$ cat src/hw/rtl/mpa_pkg.sv
// ----------------------------------------------------------------------------
// mpa_pkg: shared types and constants for max pooling with argmax
// Field widths, register codes, reset values and the front/back request.
// ----------------------------------------------------------------------------
`default_nettype none

package mpa_pkg;

  localparam int VAL_W   = 16;  // sample / maximum width
  localparam int OUT_W   = 10;  // position fields on the result port
  localparam int FW      = 13;  // internal position width (fits MAX 4096)
  localparam int DIM_W   = 14;  // plane dimension arithmetic
  localparam int SLOT_W  = 3;   // row slot (MAX_KERNEL up to 8)
  localparam int K_W     = 4;   // effective kernel size
  localparam int CFG_W   = 11;  // configuration data width
  localparam int IDX_W   = 3;   // configuration index width
  localparam int Q_DEPTH = 4;   // result queue depth

  localparam int DEF_MAX_WIDTH  = 1024;
  localparam int DEF_MAX_HEIGHT = 1024;
  localparam int DEF_MAX_KERNEL = 4;

  localparam logic [CFG_W-1:0] RST_HEIGHT = 11'd1024;
  localparam logic [CFG_W-1:0] RST_WIDTH  = 11'd1024;
  localparam logic [2:0]       RST_KERNEL = 3'd2;
  localparam logic [2:0]       RST_STRIDE = 3'd2;

  typedef enum logic [IDX_W-1:0] {
    REG_HEIGHT = 3'd0,
    REG_WIDTH  = 3'd1,
    REG_KERNEL = 3'd2,
    REG_STRIDE = 3'd3
  } reg_idx_t;

  // Request from front to back: one per accepted sample.
  typedef struct packed {
    logic                    wr;    // horizontal window finished: store row max
    logic                    emit;  // full 2-D window finished
    logic [SLOT_W-1:0]       slot;  // line buffer of the current row
    logic [FW-1:0]           ow;
    logic [FW-1:0]           oh;
    logic [FW-1:0]           row;
    logic [FW-1:0]           col;   // column of the row winner
    logic signed [VAL_W-1:0] val;   // row maximum
    logic                    last;
  } hres_t;

  typedef struct packed {
    logic signed [VAL_W-1:0] val;
    logic [OUT_W-1:0]        wrow;
    logic [OUT_W-1:0]        wcol;
    logic [OUT_W-1:0]        orow;
    logic [OUT_W-1:0]        ocol;
    logic                    last;
  } res_t;

endpackage

`default_nettype wire

$ cat src/hw/rtl/mpa_front.sv
// ----------------------------------------------------------------------------
// mpa_front: position tracking and row-wise window maximum
// Holds configuration, walks the raster, keeps the last samples of the row
// and classifies each sample into a request for the back end.
// ----------------------------------------------------------------------------
`default_nettype none

module mpa_front #(
  parameter int MAX_WIDTH  = mpa_pkg::DEF_MAX_WIDTH,
  parameter int MAX_HEIGHT = mpa_pkg::DEF_MAX_HEIGHT,
  parameter int MAX_KERNEL = mpa_pkg::DEF_MAX_KERNEL
) (
  input  wire logic                           clk,
  input  wire logic                           rst,
  input  wire logic                           accept,
  input  wire logic signed [mpa_pkg::VAL_W-1:0] sample,
  input  wire logic                           cfg_we,
  input  wire logic [mpa_pkg::IDX_W-1:0]      cfg_index,
  input  wire logic [mpa_pkg::CFG_W-1:0]      cfg_data,
  output logic      [mpa_pkg::K_W-1:0]        k_eff,
  output mpa_pkg::hres_t                      hres
);

  localparam int RW = $clog2(MAX_HEIGHT);
  localparam int CW = $clog2(MAX_WIDTH);
  localparam int SW = (MAX_KERNEL > 1) ? $clog2(MAX_KERNEL) : 1;
  localparam int DW = mpa_pkg::DIM_W;
  localparam int FW = mpa_pkg::FW;

  logic [mpa_pkg::CFG_W-1:0] height, width;
  logic [2:0]                kernel, stride;
  logic [RW-1:0]             r, oh;
  logic [CW-1:0]             c, ow;
  logic [SW-1:0]             slot;
  logic [DW-1:0]             end_r, end_c;
  logic signed [mpa_pkg::VAL_W-1:0] hist [MAX_KERNEL];

  logic                      cfg_hit;
  logic [2:0]                kernel_src, s_eff;
  logic [DW-1:0]             h_eff, w_eff, k_m1;
  logic                      col_hit, row_hit, col_end, row_end, col_last, row_last;
  logic signed [mpa_pkg::VAL_W-1:0] best_v;
  logic [mpa_pkg::SLOT_W:0]  best_i;

  assign cfg_hit = cfg_we && (cfg_index == mpa_pkg::REG_HEIGHT ||
                              cfg_index == mpa_pkg::REG_WIDTH  ||
                              cfg_index == mpa_pkg::REG_KERNEL ||
                              cfg_index == mpa_pkg::REG_STRIDE);

  always_comb begin
    kernel_src = (cfg_we && cfg_index == mpa_pkg::REG_KERNEL) ? cfg_data[2:0] : kernel;
    if (kernel_src == 3'd0) begin
      k_eff = mpa_pkg::K_W'(1);
    end else if (mpa_pkg::K_W'(kernel_src) > mpa_pkg::K_W'(MAX_KERNEL)) begin
      k_eff = mpa_pkg::K_W'(MAX_KERNEL);
    end else begin
      k_eff = mpa_pkg::K_W'(kernel_src);
    end
    k_m1  = DW'(k_eff) - DW'(1);
    s_eff = (stride == 3'd0) ? 3'd1 : stride;

    if (height == '0) begin
      h_eff = DW'(1);
    end else if (DW'(height) > DW'(MAX_HEIGHT)) begin
      h_eff = DW'(MAX_HEIGHT);
    end else begin
      h_eff = DW'(height);
    end
    if (width == '0) begin
      w_eff = DW'(1);
    end else if (DW'(width) > DW'(MAX_WIDTH)) begin
      w_eff = DW'(MAX_WIDTH);
    end else begin
      w_eff = DW'(width);
    end

    col_hit  = DW'(c) == end_c;
    row_hit  = DW'(r) == end_r;
    col_end  = DW'(c) == w_eff - DW'(1);
    row_end  = DW'(r) == h_eff - DW'(1);
    col_last = (end_c + DW'(s_eff)) >= w_eff;
    row_last = (end_r + DW'(s_eff)) >= h_eff;
  end

  // Row maximum over the last k samples, oldest first so ties keep the earliest.
  always_comb begin
    logic found;
    logic signed [mpa_pkg::VAL_W-1:0] cand;
    found  = 1'b0;
    best_v = sample;
    best_i = '0;
    for (int i = MAX_KERNEL - 1; i >= 0; i--) begin
      cand = (i == 0) ? sample : hist[(i > 0) ? i - 1 : 0];
      if (mpa_pkg::K_W'(i) < k_eff) begin
        if (!found || cand > best_v) begin
          best_v = cand;
          best_i = (mpa_pkg::SLOT_W + 1)'(i);
          found  = 1'b1;
        end
      end
    end
  end

  always_comb begin
    hres.wr   = accept && col_hit;
    hres.emit = accept && col_hit && row_hit;
    hres.slot = mpa_pkg::SLOT_W'(slot);
    hres.ow   = FW'(ow);
    hres.oh   = FW'(oh);
    hres.row  = FW'(r);
    hres.col  = FW'(c) - FW'(best_i);
    hres.val  = best_v;
    hres.last = row_last && col_last;
  end

  always_ff @(posedge clk) begin
    if (accept) begin
      hist[0] <= sample;
      for (int i = 1; i < MAX_KERNEL; i++) begin
        hist[i] <= hist[i-1];
      end
    end
  end

  always_ff @(posedge clk) begin
    if (rst) begin
      height <= mpa_pkg::RST_HEIGHT;
      width  <= mpa_pkg::RST_WIDTH;
      kernel <= mpa_pkg::RST_KERNEL;
      stride <= mpa_pkg::RST_STRIDE;
      r      <= '0;
      c      <= '0;
      oh     <= '0;
      ow     <= '0;
      slot   <= '0;
      end_r  <= DW'(mpa_pkg::RST_KERNEL) - DW'(1);
      end_c  <= DW'(mpa_pkg::RST_KERNEL) - DW'(1);
    end else if (cfg_hit) begin
      unique case (cfg_index)
        mpa_pkg::REG_HEIGHT: height <= cfg_data;
        mpa_pkg::REG_WIDTH:  width  <= cfg_data;
        mpa_pkg::REG_KERNEL: kernel <= cfg_data[2:0];
        default:             stride <= cfg_data[2:0];
      endcase
      // restart a new plane, abandon windows in flight
      r     <= '0;
      c     <= '0;
      oh    <= '0;
      ow    <= '0;
      slot  <= '0;
      end_r <= k_m1;
      end_c <= k_m1;
    end else if (accept) begin
      if (col_end) begin
        c     <= '0;
        ow    <= '0;
        end_c <= k_m1;
        if (row_end) begin
          r     <= '0;
          oh    <= '0;
          slot  <= '0;
          end_r <= k_m1;
        end else begin
          r    <= r + RW'(1);
          slot <= (32'(slot) == MAX_KERNEL - 1) ? '0 : slot + SW'(1);
          if (row_hit) begin
            end_r <= end_r + DW'(s_eff);
            oh    <= oh + RW'(1);
          end
        end
      end else begin
        c <= c + CW'(1);
        if (col_hit) begin
          end_c <= end_c + DW'(s_eff);
          ow    <= ow + CW'(1);
        end
      end
    end
  end

endmodule

`default_nettype wire

$ cat config.mk
export PLATFORM = sky130hd
export DESIGN_NAME = mpa_front
export DESIGN_NICKNAME = d
export VERILOG_FILES = /design/src/hw/rtl/mpa_pkg.sv /design/src/hw/rtl/mpa_front.sv
export SDC_FILE = /design/constraint.sdc
export NUM_CORES = 1
export LEC_CHECK = 0
export BUFFER_PORTS_ARGS = -buffer_cell sky130_fd_sc_hd__buf_4
export CORE_MARGIN = 1.5
export CORE_UTILIZATION = 30
export CTS_CLUSTER_DIAMETER = 30
export DETAILED_ROUTE_END_ITERATION = 12
export PLACE_DENSITY = 0.48
export SLEW_MARGIN = 30
export SYNTH_ARGS = -nofsm -noshare
export SYNTH_HDL_FRONTEND = slang
export SYNTH_SLANG_ARGS = --single-unit
export TNS_END_PERCENT = 100
$ cat constraint.sdc
create_clock -name clk -period 33.4 [get_ports clk]
set_input_delay 5.01 -clock clk [delete_from_list [all_inputs] [get_ports clk]]
set_output_delay 5.01 -clock clk [all_outputs]
set_load 0.05 [all_outputs]
==> flow_summary.yaml, run 1 <==
finish:
  finalInstanceArea_mm2: 0.01225
  layout_common_cells: "nand2_1 (122), buf_4 (114), dfxtp_1 (98), a21oi_1 (97), ha_1 (87)"
  layout_commonest_cell: "nand2_1"
  nNetsFinal: 1415
  diodes: 0
  area_growth_pct: 15.58
  drive_gt1_share_pct: 13.34
critical_path:
  cp-start-kind: "input pin"
  critical_path.endpoint_type: "output port"
  critPathKind: "input pin to output port"
  cp.required_ns: 28.39
  critPathArrivalTime_ns: 15.16
  path_max_fanout: 32
  rr_worst_depth: 13
  cpPeakStageDelay_ns: 0.82
  timing.rr.end: "end_r[0]"
  r2r_start: "width[2]"
  rrSetupSlack_ns: 27.90
  worst_path_max_delay_cell: "a21o_1"
clocking:
  numClockSinks: 146
  cts_buffers: 17
  htreeDepth: 4
  holdBufCountCts: 0
  cts_tree: "done"
  clock_latency_ns: 0.44
  cts_setup_buffers: 0
  cts_buffer_depth: 2
  clock-root-buffer: "clkbuf_16"
  clk_pin_slew_ns: 0.07
  cts_resized: 0
synthesis:
  avgSynthCellArea_um2: 8.520
  syn_area_mm2: 0.01060
  synthArstFlopShare_pct: 0
  synth_seq_cells: 146
  synthFlopType: "dfxtp_1"
  seq_area_frac_synth_pct: 32.11
  yosys_warnings: 0
  syn_inst: 1244
  synth.distinct_cells: 75
  synth-edff-count: 48
timing:
  finalSetupTns_ns: 0
  finClkSkew_ns: 0.01241
  fmax_ghz: 0.04958
  rsz0062_at_grt: "no"
  min_period_ns: 20.17
  setup-violations-final: 0
  hold_violations: 0
  fin_crit_sh_pct: 60.38
  worst_pin_slew_ns: 0.9340
  fin_ws_ns: 13.23
  fin_hold_ws_ns: 0.4888
  drv_slew: 0
  slew_headroom_pct: 36.12
power_and_ir_drop:
  power_uw: 561.5
  powerDensity_mw_per_mm2: 45.83
  p_leak_uw: 0.004881
  irDropWorstVdd_mv: 0.03838
global_routing:
  overflow: 0
  grt_antenna_before_repair: 0
  grt_usage_pct: 18.34
  grt_max_degree: 58
  first_global_vias: 9207
  grt_first_pass_wirelength_um: 52050
drt:
  drc: 0
  vias: 9509
  drtAntennaViolNets: 0
  drtIter0Drc: 570
  routed_wl_um: 32850
  wire_per_inst_um: 18.68
  routed_via_density: 5.406
  dr.pass1.iters: 5
floorplan:
  core.rowCount: 68
  boundaryPins: 112
  dieHeight_um: 191.0
  dieArea_mm2: 0.03647
  die_x_um: 191.0
  core_area_mm2: 0.03463
  start_util_pct: 30.61
place:
  io_buffers: 100
  placed_area_mm2: 0.01165
  dp_slack_ns: 13.27
  place_congestion: 0.8520
  dp_hpwl_um: 24770
hold_path:
  min_to: "ow[9]"
  hp-class: "flop to flop"
  min_delay_path_depth: 2
  min_from: "ow[9]"
flow_run:
  maxCapViolCount: 0
run_status:
  outcome: "completed"
worst max-delay path: cells and delay by family:
family / cells / cell delay, ns
muxes: 2 / 0.57
and+or+nand+nor: 9 / 2.81
buffers and inverters: 7 / 1.57
adders and majority gates: 5 / 1.25
AOI/OAI and AO/OA: 19 / 3.87
cell usage after synthesis, types with 8 or more instances:
| cell type | n | area [um^2] |
|---|---|---|
| nand4_1 | 24 | 150.1 |
| o22a_1 | 16 | 140.1 |
| edfxtp_1 | 48 | 1441 |
| buf_4 | 13 | 97.59 |
| nor2_1 | 75 | 281.5 |
| and2_1 | 8 | 50.05 |
| a211oi_1 | 38 | 285.3 |
| o211ai_1 | 10 | 75.07 |
| clkbuf_1 | 70 | 262.8 |
| mux2i_1 | 27 | 270.3 |
| o21a_1 | 8 | 60.06 |
| a21oi_1 | 97 | 485.5 |
| o32a_1 | 16 | 160.2 |
| and3_1 | 19 | 118.9 |
| nor4_1 | 18 | 112.6 |
| xor2_1 | 31 | 271.5 |
| inv_1 | 41 | 153.9 |
| nand3_1 | 44 | 220.2 |
| xnor2_1 | 44 | 385.4 |
| o21ai_0 | 38 | 190.2 |
| dfxtp_1 | 98 | 1962 |
| nor3_1 | 35 | 175.2 |
| nand2b_1 | 14 | 87.58 |
| or3_1 | 18 | 112.6 |
| a31oi_1 | 11 | 68.82 |
| nand2_1 | 123 | 461.7 |
| a21o_1 | 40 | 300.3 |
| ha_1 | 87 | 1089 |
kinds of logic (layout without fill, tap and decap cells):
family | count (synthesis) | after routing | share of synthesized area (%)
buffers and inverters | 137 | 187 | 5.466
AO/OA/AOI/OAI | 336 | 336 | 21.69
other | 1 | 11 | 0.03538
AND/OR/NAND/NOR | 430 | 430 | 20.91
XOR/XNOR | 75 | 75 | 6.198
flip-flops | 146 | 146 | 32.11
multiplexers | 29 | 29 | 2.762
adder cells (fa/ha/maj) | 90 | 90 | 10.84
state kept, by name, summed over array words and instances (netlist names):
name / count
hist: 48
end_c: 14
end_r: 14
height: 11
width: 11
c: 10
oh: 10
ow: 10
r: 10
kernel: 3
stride: 3
slot: 2
how the worst max path moves through the flow:
stage,start,to
floorplan,cfg_index[2],hres[28]
global placement,cfg_index[2],hres[25]
detailed placement,cfg_index[2],hres[27]
CTS,cfg_index[2],hres[27]
global route,cfg_index[2],hres[25]
finish,cfg_index[2],hres[27]
where the power goes:
group          total, uW  switching (uW)  internal (uW)
Clock                200            84.6            115
Sequential           198            7.73            190
Combinational        164             107           56.6
Total                561             200            362
layout make-up:
cell class / count / area (um^2)
clock buffers: 19 / 452.9
clock inverters: 13 / 145.1
fillers: 3551 / 22380
inverters: 41 / 153.9
multi-input cells: 971 / 6670
flip-flops and latches: 146 / 3403
well taps: 455 / 569.3
repair buffers: 114 / 855.8
through the flow:
step | utilization (%) | std cells
after global routing | 35.38 | 1759
after CTS | 35.37 | 1759
after global placement | 33.62 | 1727
final | 35.38 | 1759
after detailed placement | 33.64 | 1727
after floorplan | - | 1254
metal layers:
metal	GRT usage, %	vias up	wire length, um
li1	-	4691	-
met1	25.20	4545	15770
met2	29.50	249	14990
met3	3.415	24	1662
met4	4.422	0	439
met5	0	-	0
No activity file was read; power rests on OpenSTA's default activity.
==> run 2: changes to the inputs <==
==> constraint.sdc (replaced) <==
create_clock -name clk -period 20.5 [get_ports clk]
set_input_delay 3.075 -clock clk [delete_from_list [all_inputs] [get_ports clk]]
set_output_delay 3.075 -clock clk [all_outputs]
set_load 0.05 [all_outputs]
==> run 2 against run 1 <==
Against the previous run:
- register-to-register slack got worse by 13 ns
- power is 61% higher
- core utilization is 0.051 points lower
- sequential power increased by 63%
- combinational power increased by 63%
- largest power group is now registers
- largest cell class unchanged
- count of clock-buffer cells in the layout is the same
- flip-flop and latch count stayed put
- first-iteration DRC count is 20% higher
- sequential share of layout area barely moved
==> flow_summary.yaml, run 2 (synthesis gave the netlist of run 1 again) <==
run_status:
  outcome: "completed"
clocking:
  cts_buffer_depth: 2
  cts_tree: "done"
  htreeDepth: 4
  clock-root-buffer: "clkbuf_16"
  numClockSinks: 146
  clock_latency_ns: 0.43
  holdBufCountCts: 0
  cts_resized: 0
  cts_buffers: 17
  cts_setup_buffers: 0
  clk_pin_slew_ns: 0.06
place:
  placedCellCount: 1726
  io_buffers: 100
  place_congestion: 0.8355
  dp_hpwl_um: 24880
floorplan:
  dieArea_mm2: 0.03647
  core.rowCount: 68
  die_x_um: 191.0
  dieHeight_um: 191.0
  start_util_pct: 30.61
  boundaryPins: 112
  core_area_mm2: 0.03463
drt:
  dr.pass1.iters: 5
  vias: 9565
  wire_per_inst_um: 18.61
  routed_via_density: 5.441
  drc: 0
  routed_wl_um: 32720
  drtAntennaViolNets: 0
  drtIter0Drc: 684
timing:
  slew_headroom_pct: 31.25
  worst_pin_slew_ns: 1.029
  rsz0062_at_grt: "no"
  fmax_ghz: 0.06089
  drv_slew: 0
  setup-violations-final: 0
  hold_violations: 0
  min_period_ns: 16.42
  fin_crit_sh_pct: 80.11
  finalSetupTns_ns: 0
  finClkSkew_ns: 0.01584
power_and_ir_drop:
  power.switching_uw: 323.5
  p_clk_share_pct: 34.6
  seqPwrFrac_pct: 35.7
  powerDensity_mw_per_mm2: 73.67
  p_leak_uw: 0.004871
  internal_power_uw: 577.8
  irDropWorstVdd_mv: 0.05730
  switching_share_pct: 35.89
  comb_power_share_pct: 29.7
finish:
  reg_top3: "hist: 48 flops, end_c: 14 flops, end_r: 14 flops"
  finalNonFillerCells: 1758
  diodes: 0
  largest_reg_flops: 48
  multi_input_area_mm2: 0.006683
  fillerInstances: 3576
  top_register: "hist"
  layout_commonest_cell: "nand2_1"
  area_growth_pct: 15.42
  nNetsFinal: 1414
  drive_gt1_share_pct: 13.20
  layout_common_cells: "nand2_1 (123), buf_4 (113), dfxtp_1 (98), a21oi_1 (97), ha_1 (87)"
  regArea_mm2: 0.003403
critical_path:
  cpPeakStageDelay_ns: 0.82
  path_max_fanout: 32
  worst_path_max_delay_cell: "a21o_1"
  cp-start-kind: "input pin"
  rr_worst_depth: 13
  critical_path.endpoint_type: "output port"
  timing.rr.end: "end_r[0]"
  rrSetupSlack_ns: 15.26
  r2r_start: "width[6]"
  cp.required_ns: 17.43
  critPathArrivalTime_ns: 13.35
  critPathKind: "input pin to output port"
flow_run:
  maxCapViolCount: 0
hold_path:
  min_from: "slot[0]"
  min_delay_path_depth: 2
  min_to: "slot[0]"
  hp-class: "flop to flop"
global_routing:
  overflow: 0
  grt_usage_pct: 18.03
  grt_antenna_before_repair: 0
  grt_first_pass_wirelength_um: 51210
  grt_max_degree: 58
  first_global_vias: 9058
-- run 2: through the flow --
| stage | hold slack [ns] | power [uW] | utilization (%) | cell area [um^2] | worst slack [ns] |
|---|---|---|---|---|---|
| 2_1_floorplan | 0.4514 | 517.7 | - | 10640 | 4.096 |
| 5_1_grt | 0.5109 | 943.6 | 35.33 | 12230 | 3.171 |
| 4_1_cts | 0.4904 | 910.0 | 35.30 | 12220 | 4.028 |
| 3_3_place_gp | 0.4709 | 595.2 | 33.60 | 11640 | 4.034 |
| 3_5_place_dp | 0.4816 | 595.8 | 33.64 | 11650 | 4.088 |
| 6_report | 0.4896 | 901.2 | 35.33 | 12230 | 4.077 |
-- run 2: final cells by class --
type	count	area share, %
well taps	455	4.654
repair buffers	113	6.935
multi-input cells	971	54.63
inverters	41	1.258
flip-flops and latches	146	27.82
clock inverters	13	0.9921
clock buffers	19	3.713
-- run 2: how the worst max path moves through the flow --
| stage | slack, ns | start | endpoint |
|---|---|---|---|
| 6_report | 4.08 | cfg_index[2] | hres[27] |
| 2_1_floorplan | 4.10 | cfg_index[2] | hres[28] |
| 5_1_grt | 3.17 | cfg_index[2] | hres[29] |
| 3_3_place_gp | 4.03 | cfg_index[2] | hres[27] |
| 3_5_place_dp | 4.09 | cfg_index[2] | hres[27] |
| 4_1_cts | 4.03 | cfg_index[2] | hres[27] |
-- run 2: metal layers --
metal | part of all wire (%) | global-route usage (%) | vias to the layer above
met5 | 0 | 0 | -
met4 | 1.5 | 4.422 | 0
met3 | 5.2 | 2.644 | 34
met2 | 46 | 29.10 | 254
met1 | 48 | 25.11 | 4587
li1 | - | - | 4690
-- run 2: power by group through the flow --
stage          Clock, uW  Sequential (uW)  Combinational (uW)
2_1_floorplan          0              322                 196
3_3_place_gp           0              328                 267
3_5_place_dp           0              328                 268
4_1_cts              320              322                 269
5_1_grt              331              323                 289
6_report             312              322                 268
-- run 2: worst max-delay path: cells and delay by family --
kind                     cells  cell delay [ns]
multiplexers                 2             0.68
AO/OA/AOI/OAI               19             4.07
adder cells (fa/ha/maj)      5             1.40
buffers and inverters        7             1.49
AND/OR/NAND/NOR              9             2.57
==> run 3: changes to the inputs <==
--- a/config.mk
+++ b/config.mk
@@ -10,7 +10,7 @@
 export CORE_UTILIZATION = 30
 export CTS_CLUSTER_DIAMETER = 30
 export DETAILED_ROUTE_END_ITERATION = 12
-export PLACE_DENSITY = 0.48
+export PLACE_DENSITY = 0.5
 export SLEW_MARGIN = 30
 export SYNTH_ARGS = -nofsm -noshare
 export SYNTH_HDL_FRONTEND = slang
==> constraint.sdc (replaced) <==
create_clock -name clk -period 14.8 [get_ports clk]
set_input_delay 2.22 -clock clk [delete_from_list [all_inputs] [get_ports clk]]
set_output_delay 2.22 -clock clk [all_outputs]
set_load 0.05 [all_outputs]
==> run 3 against run 2 <==
Against the previous run:
- power grew 41%
- global-route usage is 0.40 points higher
- count of clock-buffer cells in the layout up 2
- non-clock buffer count grew 4
- flip-flop and latch count did not move
- sequential power rose by 38%
- critical path depth down 2
- cell count grew 0.23%
- routed wire length up 1.2%
- setup slack got worse by 3.3 ns
- sequential share of layout area is 0.099 points lower
- critical endpoint is now hres[28]
==> flow_summary.yaml, run 3 (synthesis gave the netlist of run 1 again) <==
timing:
  drv_slew: 0
  finalSetupTns_ns: 0
  finClkSkew_ns: 0.01225
  worst_pin_slew_ns: 0.9658
  hold_violations: 0
  setup-violations-final: 0
  fmax_ghz: 0.07135
  slew_headroom_pct: 35.08
  min_period_ns: 14.02
  fin_crit_sh_pct: 94.70
  rsz0062_at_grt: "no"
  fin_hold_ws_ns: 0.4896
place:
  placedCellCount: 1730
  io_buffers: 100
  place_congestion: 0.8744
  dp_hpwl_um: 24480
global_routing:
  grt_usage_pct: 18.43
  first_global_vias: 9429
  grt_antenna_before_repair: 0
  overflow: 0
  grt_max_degree: 57
  grt_first_pass_wirelength_um: 52580
power_and_ir_drop:
  powerDensity_mw_per_mm2: 103.2
  p_leak_uw: 0.004889
  irDropWorstVdd_mv: 0.08668
finish:
  layout_common_cells: "nand2_1 (122), buf_4 (117), dfxtp_1 (98), a21oi_1 (97), ha_1 (87)"
  finalNonFillerCells: 1762
  area_growth_pct: 15.83
  top_register: "hist"
  drive_gt1_share_pct: 13.54
  diodes: 0
  layout_commonest_cell: "nand2_1"
  reg_top3: "hist: 48 flops, end_c: 14 flops, end_r: 14 flops"
  nNetsFinal: 1418
  largest_reg_flops: 48
clocking:
  clk_pin_slew_ns: 0.07
  numClockSinks: 146
  cts_buffers: 17
  clock-root-buffer: "clkbuf_16"
  cts_buffer_depth: 2
  cts_setup_buffers: 0
  holdBufCountCts: 0
  clock_latency_ns: 0.44
  cts_resized: 0
  cts_tree: "done"
  htreeDepth: 4
drt:
  drtAntennaViolNets: 0
  drtIter0Drc: 704
  wire_per_inst_um: 18.79
  routed_wl_um: 33110
  drc: 0
  routed_via_density: 5.394
  vias: 9504
  dr.pass1.iters: 5
critical_path:
  worst_path_max_delay_cell: "a211oi_1"
  cp-start-kind: "input pin"
  timing.rr.end: "end_r[0]"
  cpPeakStageDelay_ns: 0.57
  rr_worst_depth: 13
  critical_path.endpoint_type: "output port"
  path_max_fanout: 23
  r2r_start: "width[2]"
  crit_path_frequent_cell: "buf_4"
  cp.required_ns: 12.58
  critPathArrivalTime_ns: 11.80
  critPathKind: "input pin to output port"
  rrSetupSlack_ns: 9.39
floorplan:
  core.rowCount: 68
  start_util_pct: 30.61
  die_x_um: 191.0
  dieHeight_um: 191.0
  boundaryPins: 112
  dieArea_mm2: 0.03647
  core_area_mm2: 0.03463
hold_path:
  min_from: "ow[9]"
  min_delay_path_depth: 2
  min_to: "ow[9]"
  hp-class: "flop to flop"
run_status:
  outcome: "completed"
flow_run:
  maxCapViolCount: 0
[run 3: cell type report]
type	count	area, um^2
fillers	3535	22350
multi-input cells	971	6675
flip-flops and latches	146	3403
repair buffers	117	878.3
well taps	455	569.3
clock buffers	21	481.7
inverters	41	153.9
clock inverters	11	115.1
[run 3: worst max-delay path: cells and delay by family]
family	cells	cell delay, ns
AO/OA/AOI/OAI	16	3.50
adder cells (fa/ha/maj)	5	1.38
buffers and inverters	6	1.21
multiplexers	2	0.70
AND/OR/NAND/NOR	11	2.75
[run 3: where the power goes]
group | switching, uW | leakage (uW) | internal [uW]
clock network | 194 | 0.000289 | 255
registers | 16.8 | 0.00126 | 428
logic | 244 | 0.00334 | 129
[run 3: worst max-delay path by stage]
stage                       from  endpoint  slack [ns]  cells past startpoint
finish              cfg_index[2]  hres[28]        0.78                     40
global route        cfg_index[2]  hres[27]        0.15                     40
CTS                 cfg_index[2]  hres[28]        0.84                     41
detailed placement  cfg_index[2]  hres[28]        0.89                     41
global placement    cfg_index[2]  hres[25]        1.04                     42
floorplan           cfg_index[2]  hres[28]        0.11                     43
[run 3: layer usage]
layer	GRT usage [%]	vias up	wire length [um]
li1	-	4703	-
met1	25.26	4547	15970
met2	30.60	233	15450
met3	2.754	21	1371
met4	3.634	0	321
met5	0	-	0
[run 3: stage by stage]
step / utilization (%) / area, um^2 / setup WS (ns) / power (uW)
2_1_floorplan: - / 10640 / 0.1056 / 717.1
3_5_place_dp: 33.69 / 11670 / 0.8933 / 825.8
5_1_grt: 35.45 / 12280 / 0.1526 / 1327
3_3_place_gp: 33.69 / 11670 / 1.044 / 825.0
4_1_cts: 35.41 / 12260 / 0.8368 / 1278
6_report: 35.45 / 12280 / 0.7838 / 1267
